**src/swm_pkg.sv**
```systemverilog
// ----------------------------------------------------------------------------
// swm_pkg
// Shared types and fixed widths for the sliding window maximum block.
// ----------------------------------------------------------------------------
`default_nettype none

package swm_pkg;

  // widths fixed by the stream fields and the configuration register
  localparam int unsigned DATA_WIDTH = 32;
  localparam int unsigned CFG_WIDTH  = 11;

  // operation of the shared compare unit
  typedef enum logic {
    CMP_DIST,  // position distance against window length
    CMP_VAL    // stored value against incoming sample
  } cmp_mode_e;

endpackage

`default_nettype wire

```
**src/swm_cmp.sv**
```systemverilog
// ----------------------------------------------------------------------------
// swm_cmp
// Shared compare unit: window expiry check at the front, value order at the
// back of the deque.
// ----------------------------------------------------------------------------
`default_nettype none

module swm_cmp
  import swm_pkg::*;
#(
  parameter int unsigned VW = 32,
  parameter int unsigned PW = 11,
  parameter int unsigned LW = 11
) (
  input  wire cmp_mode_e         mode_i,
  input  wire logic [PW-1:0]     pos_i,
  input  wire logic [PW-1:0]     ref_pos_i,
  input  wire logic [LW-1:0]     len_i,
  input  wire logic [VW-1:0]     val_i,
  input  wire logic [VW-1:0]     ref_val_i,
  output logic                   hit_o
);

  localparam int unsigned XW = (PW > LW) ? PW : LW;

  logic [PW-1:0] pos_gap;

  // modular distance, positions wrap harmlessly
  assign pos_gap = pos_i - ref_pos_i;

  always_comb begin
    case (mode_i)
      CMP_DIST: hit_o = XW'(pos_gap) >= XW'(len_i);
      CMP_VAL:  hit_o = val_i < ref_val_i;
      default:  hit_o = 1'b0;
    endcase
  end

endmodule

`default_nettype wire
```
**config.mk**
```make
export PLATFORM = sky130hd
export DESIGN_NAME = swm_cmp
export DESIGN_NICKNAME = d
export VERILOG_FILES = /design/src/swm_pkg.sv /design/src/swm_cmp.sv
export SDC_FILE = /design/constraint.sdc
export NUM_CORES = 1
export LEC_CHECK = 0
export BUFFER_PORTS_ARGS = -buffer_cell sky130_fd_sc_hd__clkbuf_2
export CAP_MARGIN = 20
export CORE_ASPECT_RATIO = 2
export CORE_MARGIN = 4
export CORE_UTILIZATION = 49
export DETAILED_ROUTE_END_ITERATION = 10
export PLACE_DENSITY = 0.91
export SLEW_MARGIN = 20
export SYNTH_ARGS = -nofsm -noshare
export SYNTH_HDL_FRONTEND = slang
export SYNTH_SLANG_ARGS = --single-unit
```
**constraint.sdc**
```tcl
create_clock -name vclk -period 6.67
set_input_delay 0.667 -clock vclk [all_inputs]
set_output_delay 0.667 -clock vclk [all_outputs]
set_load 0.02 [all_outputs]
```
## After elaboration in Yosys (flattened, before gate mapping)

Index checks and enable logic that the tools add are counted.

| cells by class | value |
|---|---|
| $add $sub $neg | 1 |
| magnitude comparators | 2 |
| multiplexer cells | 1 |
| bitwise gates (word level) | 1 |

Operators by type and width:

| kind | count |
|---|---|
| 32-bit < comparator | 1 |
| 11-bit greater-or-equal comparator | 1 |
| 11-bit subtractor | 1 |
| 1-bit one-hot mux with 2 select lines | 1 |
| 1-bit inverter | 1 |

| storage, ports and cells | value |
|---|---|
| bits in registers | 0 |
| input port bits | 98 |
| output and inout port bits | 1 |
| word-level logic and storage cells | 5 |

## Longest topological paths before layout

Gate-level depths: netlist of run 1.

| depth | value |
|---|---|
| depth in word-level cells | 3 |
| gate-level depth with buffers | 13 |
| mapped depth without buffers | 13 |

## Least setup slack after synthesis of run 1

Ideal clock, no wire load.

| timing | value |
|---|---|
| path type | input to output |
| start point | input port pos_i[0] |
| end point | output port hit_o |
| arrival | 2.921 ns |
| required time | 6.003 ns |
| setup slack | 3.082 ns |
| cell stages on the path | 13 |
| path buffers | 0 |
| cells stage by stage | inv_1 > ha_1 > fa_1 > nor2b_1 > o21ai_0 > a21oi_1 > nor2_1 > xnor2_1 > ha_1 > a21o_1 > a21oi_1 > a21oi_1 > or3_1 |

| on the way | value |
|---|---|
| word-level cells in the longest chain between the ends | 3 |

RTL lines:

| item | line | text |
|---|---|---|
| start, declared | swm_cmp.sv:16 | `input wire logic [PW-1:0] pos_i,` |
| 11-bit subtractor | swm_cmp.sv:29 | `assign pos_gap = pos_i - ref_pos_i;` |
| 11-bit greater-or-equal comparator | swm_cmp.sv:33 | `CMP_DIST: hit_o = XW'(pos_gap) >= XW'(len_i);` |
| 1-bit one-hot mux with 2 select lines | swm_cmp.sv:32 | `case (mode_i)` |
| end, declared | swm_cmp.sv:21 | `output logic hit_o` |

Every way passes these cells.

## Worst setup path after layout of run 1

Ends and elaborated chain as after synthesis.

==> results of run 1 <==
cell families (layout without fill, tap and decap cells):
group / after synthesis / in the layout / share of synthesized area (%)
simple gates: 55 / 55 / 18.9
buf+inv: 55 / 154 / 13.3
compound gates: 45 / 45 / 20.1
xor+xnor: 8 / 8 / 4.51
fa+ha+maj: 53 / 53 / 43.2
cells in the final DEF, fill, tap and decap left out, drive strengths merged, types with 7 or more instances in the layout:
master,n
ha,52
nand3,7
clkbuf,99
nor3,8
o21ai,9
xnor2,7
nand2,8
inv,55
a21oi,17
nor2,11
metal layers:
metal | up-vias | GRT usage, % | part of all wire, %
met1 | 779 | 18.1 | 34
li1 | 952 | - | -
met4 | 0 | 1.72 | 0.56
met2 | 73 | 41.9 | 57
met5 | - | 0 | 0
met3 | 2 | 1.65 | 8.1
area by class of cell:
class | count | area [um^2] | area share (%)
Tap cell | 30 | 37.5 | 1.80
Timing Repair Buffer | 99 | 495 | 23.7
Multi-Input combinational cell | 161 | 1350 | 64.6
Inverter | 55 | 206 | 9.89
power groups by stage:
stage / Combinational [mW] / Clock [mW] / Sequential, mW
final: 0.151 / 0 / 0
after global routing: 0.174 / 0 / 0
after CTS: 0.153 / 0 / 0
after detailed placement: 0.152 / 0 / 0
after global placement: 0.146 / 0 / 0
after floorplan: 0.0994 / 0 / 0
per-stage QoR:
| step | cells | hold slack [ns] | setup WS (ns) | power, mW | area (um^2) |
|---|---|---|---|---|---|
| 2_1_floorplan | 216 | 1.60 | 3.08 | 0.0994 | 1550 |
| 3_3_place_gp | 345 | 1.83 | 2.80 | 0.146 | 2090 |
| 3_5_place_dp | 345 | 1.82 | 2.75 | 0.152 | 2090 |
| 4_1_cts | 345 | 1.83 | 2.75 | 0.153 | 2090 |
| 5_1_grt | 345 | 1.87 | 2.57 | 0.174 | 2090 |
| 6_report | 345 | 1.82 | 2.74 | 0.151 | 2090 |
worst max-delay path: stages:
cell and delay (ns):
clkbuf_2 0.07, inv_1 0.03, ha_1 0.22, fa_1 0.40, nor2b_1 0.11, o21ai_0 0.11, a21oi_1 0.27, nor2_1 0.09
xnor2_1 0.13, ha_1 0.29, a21o_1 0.16, a21oi_1 0.13, a21oi_1 0.07, or3_1 0.34, clkbuf_2 0.16
worst min path at each step:
stage           start  endpoint  slack [ns]  depth (start not counted)
5_1_grt        mode_i     hit_o        1.87                          4
3_3_place_gp   mode_i     hit_o        1.83                          4
4_1_cts        mode_i     hit_o        1.83                          4
6_report       mode_i     hit_o        1.82                          4
2_1_floorplan  mode_i     hit_o        1.60                          2
3_5_place_dp   mode_i     hit_o        1.82                          4
==> summary.md, run 1 <==
| Metric | Value |
|---|---|
| Final ANT Viol Nets | 0 |
| Peak VDD IR | 0.0350 mV |
| Congestion Overflow GR | 0 |
| Finished Core Util | between 60% and 70% |
| Switch Pwr | 0.0737 mW |
| Nets | 468 |
| Clkbuf count | 0 |
| Area Growth Syn to Fin | 34.3% |
| Crit Path Max Fanout | 2 |
| Max Transition Viols Final | 0 |
| Most common cell in the synthesized netlist | inv_1 |
| Die height | 87.6 um |
| Input/output buffers | 99 |
| WL final | 4100 um |
| CP startpoint | pos_i[0] |
| Crit path capture | hit_o |
| P_int | 0.0773 mW |
| Distinct cell type count after synthesis | 31 |
| Vias in the first global route | 1784 |
| Fill count | about 260 |
| Switching share of total power | 48.8% |
| All-Layer GR Usage | 19.5% |
| Die area | 0.00419 mm^2 |
| Core ar. | 0.00301 mm^2 |
| Remaining DRCs | 0 |
| RSZ-0062 raised after global routing | false |
| Seq_cells | 0 |
| Row count | 28 |
| WP data arrival | between 3 and 4 ns |
| Post-Syn Area per Cell | 7.19 um^2 |
| P_leak | 1.35 nW |
| Synth top area share | 41.9% |
| 1st-iter DRT viols | 17 |
| DR vias/cell | 5.23 |
| Setup tns final | 0 ns |
| Synth warn | 0 |
| Final Critical Period | 3.93 ns |
| Post-Syn Area | 0.00155 mm^2 |
| Max Cap Violations | 0 |
| Reg area | 0 um^2 |
| First-pass GRT wire length | ~6500 um |
| Worst hold path type | input pin to output pin |
| Top post-synthesis cells by count | inv_1 (55), ha_1 (52), a21oi_1 (17), nor2_1 (11), o21ai_0 (9) |
| Gate Count Post-Synth | 216 |
| Hold Buf Count CTS | 0 |
| Sequential power share | 0% |
| Final Cycle Share | 58.9% |
| Combinational Power Share | between 90% and 100% |
| Post-DP HPWL | a little under 4000 um |
| ANT cells | 0 |
| Power Density | 72.4 mW/mm^2 |
| First drt pass iteration count | 4 |
| Final setup violation count | 0 |
| Mean routed wirelength per cell | 11.9 um |
| CP endpoint kind | output pin |
| Gpl congestion | 0.747 |
| Relative slew slack | 69.6% |
| CP startpoint kind | input pin |
| Postcts setup bufs | 0 |
| Initial antenna violation count | 0 |
| Path type of the worst setup path | input pin to output pin |
| Largest net degree at the start of global routing | 8 |
| Vias | 1806 |
| # IOs | 99 |
| Width of the die | about 48 um |
| Initial cell density of the core | between 50 and 60% |
| Area leader, netlist | ha_1 |
| Required @ worst endpoint | roughly 6 ns |
| Layout cell share with drive strength beyond 1 | between 30% and 40% |
| Outcome | completed |
| Syn nets | 367 |
| Measured slew at the worst slew-check pin | 0.444 ns |
| Clock Power Share | 0% |
| Post-synthesis sequential area ratio | 0% |
| Peak Freq | 255 MHz |
| Final Hold Vio Count | 0 |
| Top area cells in the synthesized netlist | ha_1 (42%), inv_1 (13%), a21oi_1 (5.5%), xnor2_1 (3.9%), o21ai_0 (2.9%) |
| CTS-repair resized insts | 0 |
Power figures use the tool's default switching activity.
==> run 2, diff against run 1 <==
CORE_UTILIZATION = 46   (was 49)
PLACE_DENSITY = 0.86   (was 0.91)
clock period = 3.7 ns   (was 6.67 ns; I/O delays follow)
==> summary.md, run 2 (synthesized netlist as in run 1, its figures left out) <==
| Metric | Value |
|---|---|
| Outcome | completed |
| Area occupied by multi-input gates | 0.00135 mm^2 (unchanged) |
| Reg area | 0 um^2 (unchanged) |
| Postcts setup bufs | 0 (unchanged) |
| P_leak | 1.35 nW (unchanged) |
| WL final | 3970 um (-3.2%) |
| Final Critical Period | 3.33 ns |
| Hold Crit Depth | 4 (unchanged) |
| First drt pass iteration count | 4 (unchanged) |
| Vias | 1781 (-1.4%) |
| Crit Path Max Fanout | 3 (+1) |
| CP startpoint kind | input pin |
| Input/output buffers | 99 (unchanged) |
| Measured slew at the worst slew-check pin | 0.473 ns (+0.0289 ns) |
| Path type of the worst setup path | input pin to output pin |
| Max Cap Violations | 0 (unchanged) |
| Worst hold path type | input pin to output pin |
| Finished Core Util | 64.7% (-4.6 points) |
| Area Growth Syn to Fin | 34.4% (about the same) |
| Power Density | 130 mW/mm^2 (+80%) |
| DR vias/cell | 5.15 (-1.7%) |
| Final ANT Viol Nets | 0 (unchanged) |
| Fill count | 289 (+12%) |
| Nets | 468 (unchanged) |
| All-Layer GR Usage | 18.0% (-1.5 points) |
| Mean routed wirelength per cell | 11.5 um (-3.5%) |
| Initial antenna violation count | 0 (unchanged) |
| GR peak layer | met2 |
| 1st-iter DRT viols | 9 (-8) |
| Met2 Use GR | 39.7% (-2.2 points) |
| Post-DP HPWL | 3900 um (-1.5%) |
| Peak Freq | 301 MHz |
| Die area | 0.00443 mm^2 (+5.7%) |
| Initial cell density of the core | 48.1% (-3.5 points) |
| Clkbuf count | 0 (unchanged) |
| HP Start | mode_i |
| WP data arrival | 2.96 ns (-0.30 ns) |
| Max Transition Viols Final | 0 (unchanged) |
| Final setup violation count | 0 (unchanged) |
| Row count | 29 (+3.6%) |
| RSZ-0062 raised after global routing | false |
| Hold path endpoint | hit_o |
| CTS-repair resized insts | 0 (unchanged) |
| Met1 usage | 17.8% (-0.29 points) |
| First-pass GRT wire length | 6870 um (+6.3%) |
| Width of the die | 49.1 um (+2.7%) |
| Setup tns final | 0 ns (unchanged) |
| Required @ worst endpoint | 3.33 ns (-2.67 ns) |
| Congestion Overflow GR | 0 (unchanged) |
| Hold Buf Count CTS | 0 (unchanged) |
| Most common cell after layout, fill and taps aside | clkbuf_2 |
| Commonest cells after routing, fill and taps aside | clkbuf_2 (99), inv_1 (55), ha_1 (52) |
| # IOs | 99 (unchanged) |
| Layout cell share with drive strength beyond 1 | 32.7% (unchanged) |
| Seq_cells | 0 (unchanged) |
| Met3 Resource Use GR | 0.993% (-0.65 points) |
| Relative slew slack | 68.1% (-1.5 points) |
| Remaining DRCs | 0 (unchanged) |
| Peak VDD IR | 0.0627 mV (+79%) |
| Core ar. | 0.00323 mm^2 (+7.2%) |
| Final Cycle Share | about 90% |
| ANT cells | 0 (unchanged) |
| Die height | 90.2 um (+2.9%) |
| CP endpoint kind | output pin |
| Vias in the first global route | 1831 (+2.6%) |
| Gpl congestion | 0.825 (+10%) |
| Final Hold Vio Count | 0 (unchanged) |
| Largest net degree at the start of global routing | 8 (unchanged) |
[run 2: through the flow]
step                hold slack (ns)  worst slack, ns  total power [mW]  std cells  cell area (um^2)
floorplan                      1.01            0.706             0.179        216              1550
global placement               1.18            0.438             0.265        346              2090
detailed placement             1.19            0.377             0.274        346              2090
CTS                            1.19            0.379             0.276        346              2090
global route                   1.24            0.164             0.317        346              2090
finish                         1.20            0.373             0.271        346              2090
[run 2: worst max-delay path: stages]
cell      delay [ns]
clkbuf_2        0.10
inv_1           0.04
ha_1            0.25
nor2b_1         0.12
o21ai_0         0.20
a21oi_1         0.13
o41ai_2         0.41
nand3_1         0.13
o211ai_1        0.11
ha_1            0.27
a21o_1          0.16
a21oi_1         0.14
nor2_1          0.05
or3_1           0.31
clkbuf_2        0.16
[run 2: how the worst max path moves through the flow]
| stage | start | endpoint | slack, ns | cells past startpoint |
|---|---|---|---|---|
| after floorplan | pos_i[0] | hit_o | 0.71 | 13 |
| after global placement | pos_i[0] | hit_o | 0.44 | 15 |
| after detailed placement | pos_i[0] | hit_o | 0.38 | 15 |
| after CTS | pos_i[0] | hit_o | 0.38 | 15 |
| after global routing | pos_i[0] | hit_o | 0.16 | 15 |
| final | ref_pos_i[1] | hit_o | 0.37 | 15 |
[run 2: layer usage]
layer / wire, um / share of wire (%)
met4: 0 / 0
met5: 0 / 0
met1: 1410 / 36
met3: 234 / 5.9
met2: 2320 / 58
[run 2: area by class of cell]
| type | instances | share of cell area (%) |
|---|---|---|
| inverters | 55 | 9.89 |
| multi-input cells | 161 | 64.5 |
| well taps | 31 | 1.86 |
| repair buffers | 99 | 23.7 |
[run 2: power breakdown]
part | switching, mW | leakage [nW] | internal [mW]
combinational | 0.132 | 1.35 | 0.140
sequential | 0 | 0 | 0
clock | 0 | 0 | 0
total | 0.132 | 1.35 | 0.140
==> run 3, diff against run 2 <==
ABC_AREA = 1   (was unset)
CAP_MARGIN = 10   (was 20)
PLACE_DENSITY = 0.85   (was 0.86)
==> summary.md, run 3 <==
| Metric | Value |
|---|---|
| Outcome | completed |
| Final setup violation count | 0 (unchanged) |
| Post-Syn Area | 0.00161 mm^2 (+3.9%) |
| Synth warn | 0 (unchanged) |
| Post-Synth Adder-Cell Area | 41.6% (-1.6 points) |
| First drt pass iteration count | 4 (unchanged) |
| Setup tns final | 0 ns (unchanged) |
| Synth Area in Simple Gates | 20.2% (+1.3 points) |
| Synth top area share | 40.3% (-1.6 points) |
| CP startpoint kind | input pin |
| Post-synthesis sequential area ratio | 0% (unchanged) |
| Clock Power Share | 0% (unchanged) |
| Die height | 91.8 um (+1.7%) |
| Commonest cells after routing, fill and taps aside | clkbuf_2 (99), inv_1 (71), ha_1 (52) |
| Mean routed wirelength per cell | 10.7 um (-7.1%) |
| Width of the die | 49.9 um (+1.6%) |
| Top area cells in the synthesized netlist | ha_1 (40%), inv_1 (17%), nand2_1 (10%), a21oi_1 (8.4%), nand3_1 (3.1%) |
| P_leak | 1.46 nW (+8.3%) |
| Area Growth Syn to Fin | 33.2% |
| Sequential power share | 0% (unchanged) |
| Most common cell after layout, fill and taps aside | clkbuf_2 |
| Post-synthesis mux area share | 0% (unchanged) |
| Input/output buffers | 99 (unchanged) |
| Switch Pwr | 0.148 mW (+12%) |
| DR vias/cell | 4.97 (-3.5%) |
| Largest net degree at the start of global routing | 5 (-3) |
| Initial cell density of the core | 47.8% (-0.34 points) |
| CTS-repair resized insts | 0 (unchanged) |
| Postcts setup bufs | 0 (unchanged) |
| Switching share of total power | 52.3% (+3.7 points) |
| Core ar. | 0.00338 mm^2 (+4.6%) |
| Final ANT Viol Nets | 0 (unchanged) |
| Worst hold path type | input pin to output pin |
| Required @ worst endpoint | 3.33 ns (about the same) |
| Measured slew at the worst slew-check pin | 0.328 ns (-0.145 ns) |
| Seq_cells | 0 (unchanged) |
| Synth Area in XOR/XNOR | 4.34% (-0.17 points) |
| Post-DP HPWL | 4040 um (+3.6%) |
| RSZ-0062 raised after global routing | false |
| All-Layer GR Usage | 18.9% (+0.83 points) |
| WL final | 4130 um (+3.9%) |
| Fill count | 330 (+14%) |
| Clkbuf count | 0 (unchanged) |
| Main combinational cell family by area after synthesis | adder cells |
| Combinational Power Share | 100.0% (about the same) |
| First-pass GRT wire length | 7400 um (+7.6%) |
| Peak VDD IR | 0.0833 mV (+33%) |
| Post-Syn Area per Cell | 6.30 um^2 (-12%) |
| Layout cell share with drive strength beyond 1 | 30.4% (-2.3 points) |
| Vias | 1923 (+8.0%) |
| Hold Crit Depth | 5 (+1) |
| Vias in the first global route | 2017 (+10%) |
| Max Transition Viols Final | 0 (unchanged) |
| ANT cells | 0 (unchanged) |
| Synth Area in Compound Gates | 17.1% (-3.0 points) |
| Nets | 508 (+8.5%) |
| # IOs | 99 (unchanged) |
| Initial antenna violation count | 0 (unchanged) |
| Peak Freq | 330 MHz (+9.7%) |
| Relative slew slack | 78.0% (+9.9 points) |
| Remaining DRCs | 0 (unchanged) |
| Total power | 0.283 mW (+4.2%) |
| Hold Buf Count CTS | 0 (unchanged) |
| Area leader, netlist | ha_1 |
| CP startpoint | pos_i[0] |
| Syn nets | 407 (+11%) |
| WP data arrival | 2.66 ns (-0.30 ns) |
| Max Cap Violations | 0 (unchanged) |
| WHS | 1.13 ns (-0.0642 ns) |
| Path type of the worst setup path | input pin to output pin |
| Row count | 30 (+3.4%) |
| Final Critical Period | 3.03 ns (-0.295 ns) |
| Power Density | 132 mW/mm^2 (+1.2%) |
| Gpl congestion | 0.821 (-0.42%) |
| Final Cycle Share | 81.9% (-8.0 points) |
| 1st-iter DRT viols | 10 (+1) |
| Final Hold Vio Count | 0 (unchanged) |
| Die area | 0.00458 mm^2 (+3.4%) |
| CP endpoint kind | output pin |
| Reg area | 0 um^2 (unchanged) |
| Top post-synthesis cells by count | inv_1 (71), ha_1 (52), nand2_1 (45), a21oi_1 (27), nand3_1 (10) |
| P_int | 0.135 mW (-3.3%) |
| Gate Count Post-Synth | 256 (+19%) |
| Distinct cell type count after synthesis | 25 (-19%) |
| Most common cell in the synthesized netlist | inv_1 |
| Congestion Overflow GR | 0 (unchanged) |
| HP Start | mode_i |
| Crit Path Max Fanout | 3 (unchanged) |
[run 3: cell types whose count changed after synthesis, sizes merged, moves of 4 or more]
| cell | delta |
|---|---|
| nand2 | +39 |
| inv | +17 |
| a21oi | +12 |
| a21o | -5 |
| nor2b | -4 |
| nor4 | -4 |
[run 3: routing by layer]
layer / vias up / GRT usage [%] / part of all wire (%)
met2: 79 / 39.7 / 56
li1: 1027 / - / -
met3: 4 / 2.44 / 8.2
met4: 0 / 3.23 / 1.9
met5: - / 0 / 0
met1: 813 / 18.4 / 34
[run 3: layout make-up]
cell class                      instances  area [um^2]  area share [%]
Inverter                               72          270            12.6
Tap cell                               32         40.0            1.86
Timing Repair Buffer                   99          495            23.1
Multi-Input combinational cell        184         1340            62.5
[run 3: power by group through the flow]
stage                     sequential, mW  combinational, mW  clock, mW
final                                  0              0.283          0
after global routing                   0              0.334          0
after CTS                              0              0.286          0
after detailed placement               0              0.285          0
after global placement                 0              0.276          0
after floorplan                        0              0.188          0
[run 3: logic make-up after synthesis]
kind of cell / count (synthesis)
and+or+nand+nor: 74
buffers and inverters: 72
adders and majority gates: 53
AOI/OAI and AO/OA: 49
xor gates and xnor gates: 8
[run 3: worst paths after layout]
kind,endpoint,slack [ns]
max,hit_o,0.67
min,hit_o,1.13
[run 3: critical path, cell delays in order]
cell and delay [ns]:
clkbuf_2 0.08, inv_1 0.03, ha_1 0.23, fa_1 0.43
inv_1 0.11, a21oi_1 0.12, o211ai_1 0.18, nand2_1 0.08
ha_1 0.32, a21oi_1 0.16, o21a_1 0.13, nand3_1 0.07
o21ai_0 0.14, nand2_1 0.07, clkbuf_2 0.16
[run 3: through the flow]
step                cell area [um^2]  setup slack [ns]  util (%)  std cells
floorplan                       1610             0.959         -        256
finish                          2150             0.668      63.6        387
global route                    2150             0.357      63.6        387
CTS                             2150             0.661      63.6        387
global placement                2150             0.742      63.6        387
detailed placement              2150             0.660      63.6        387
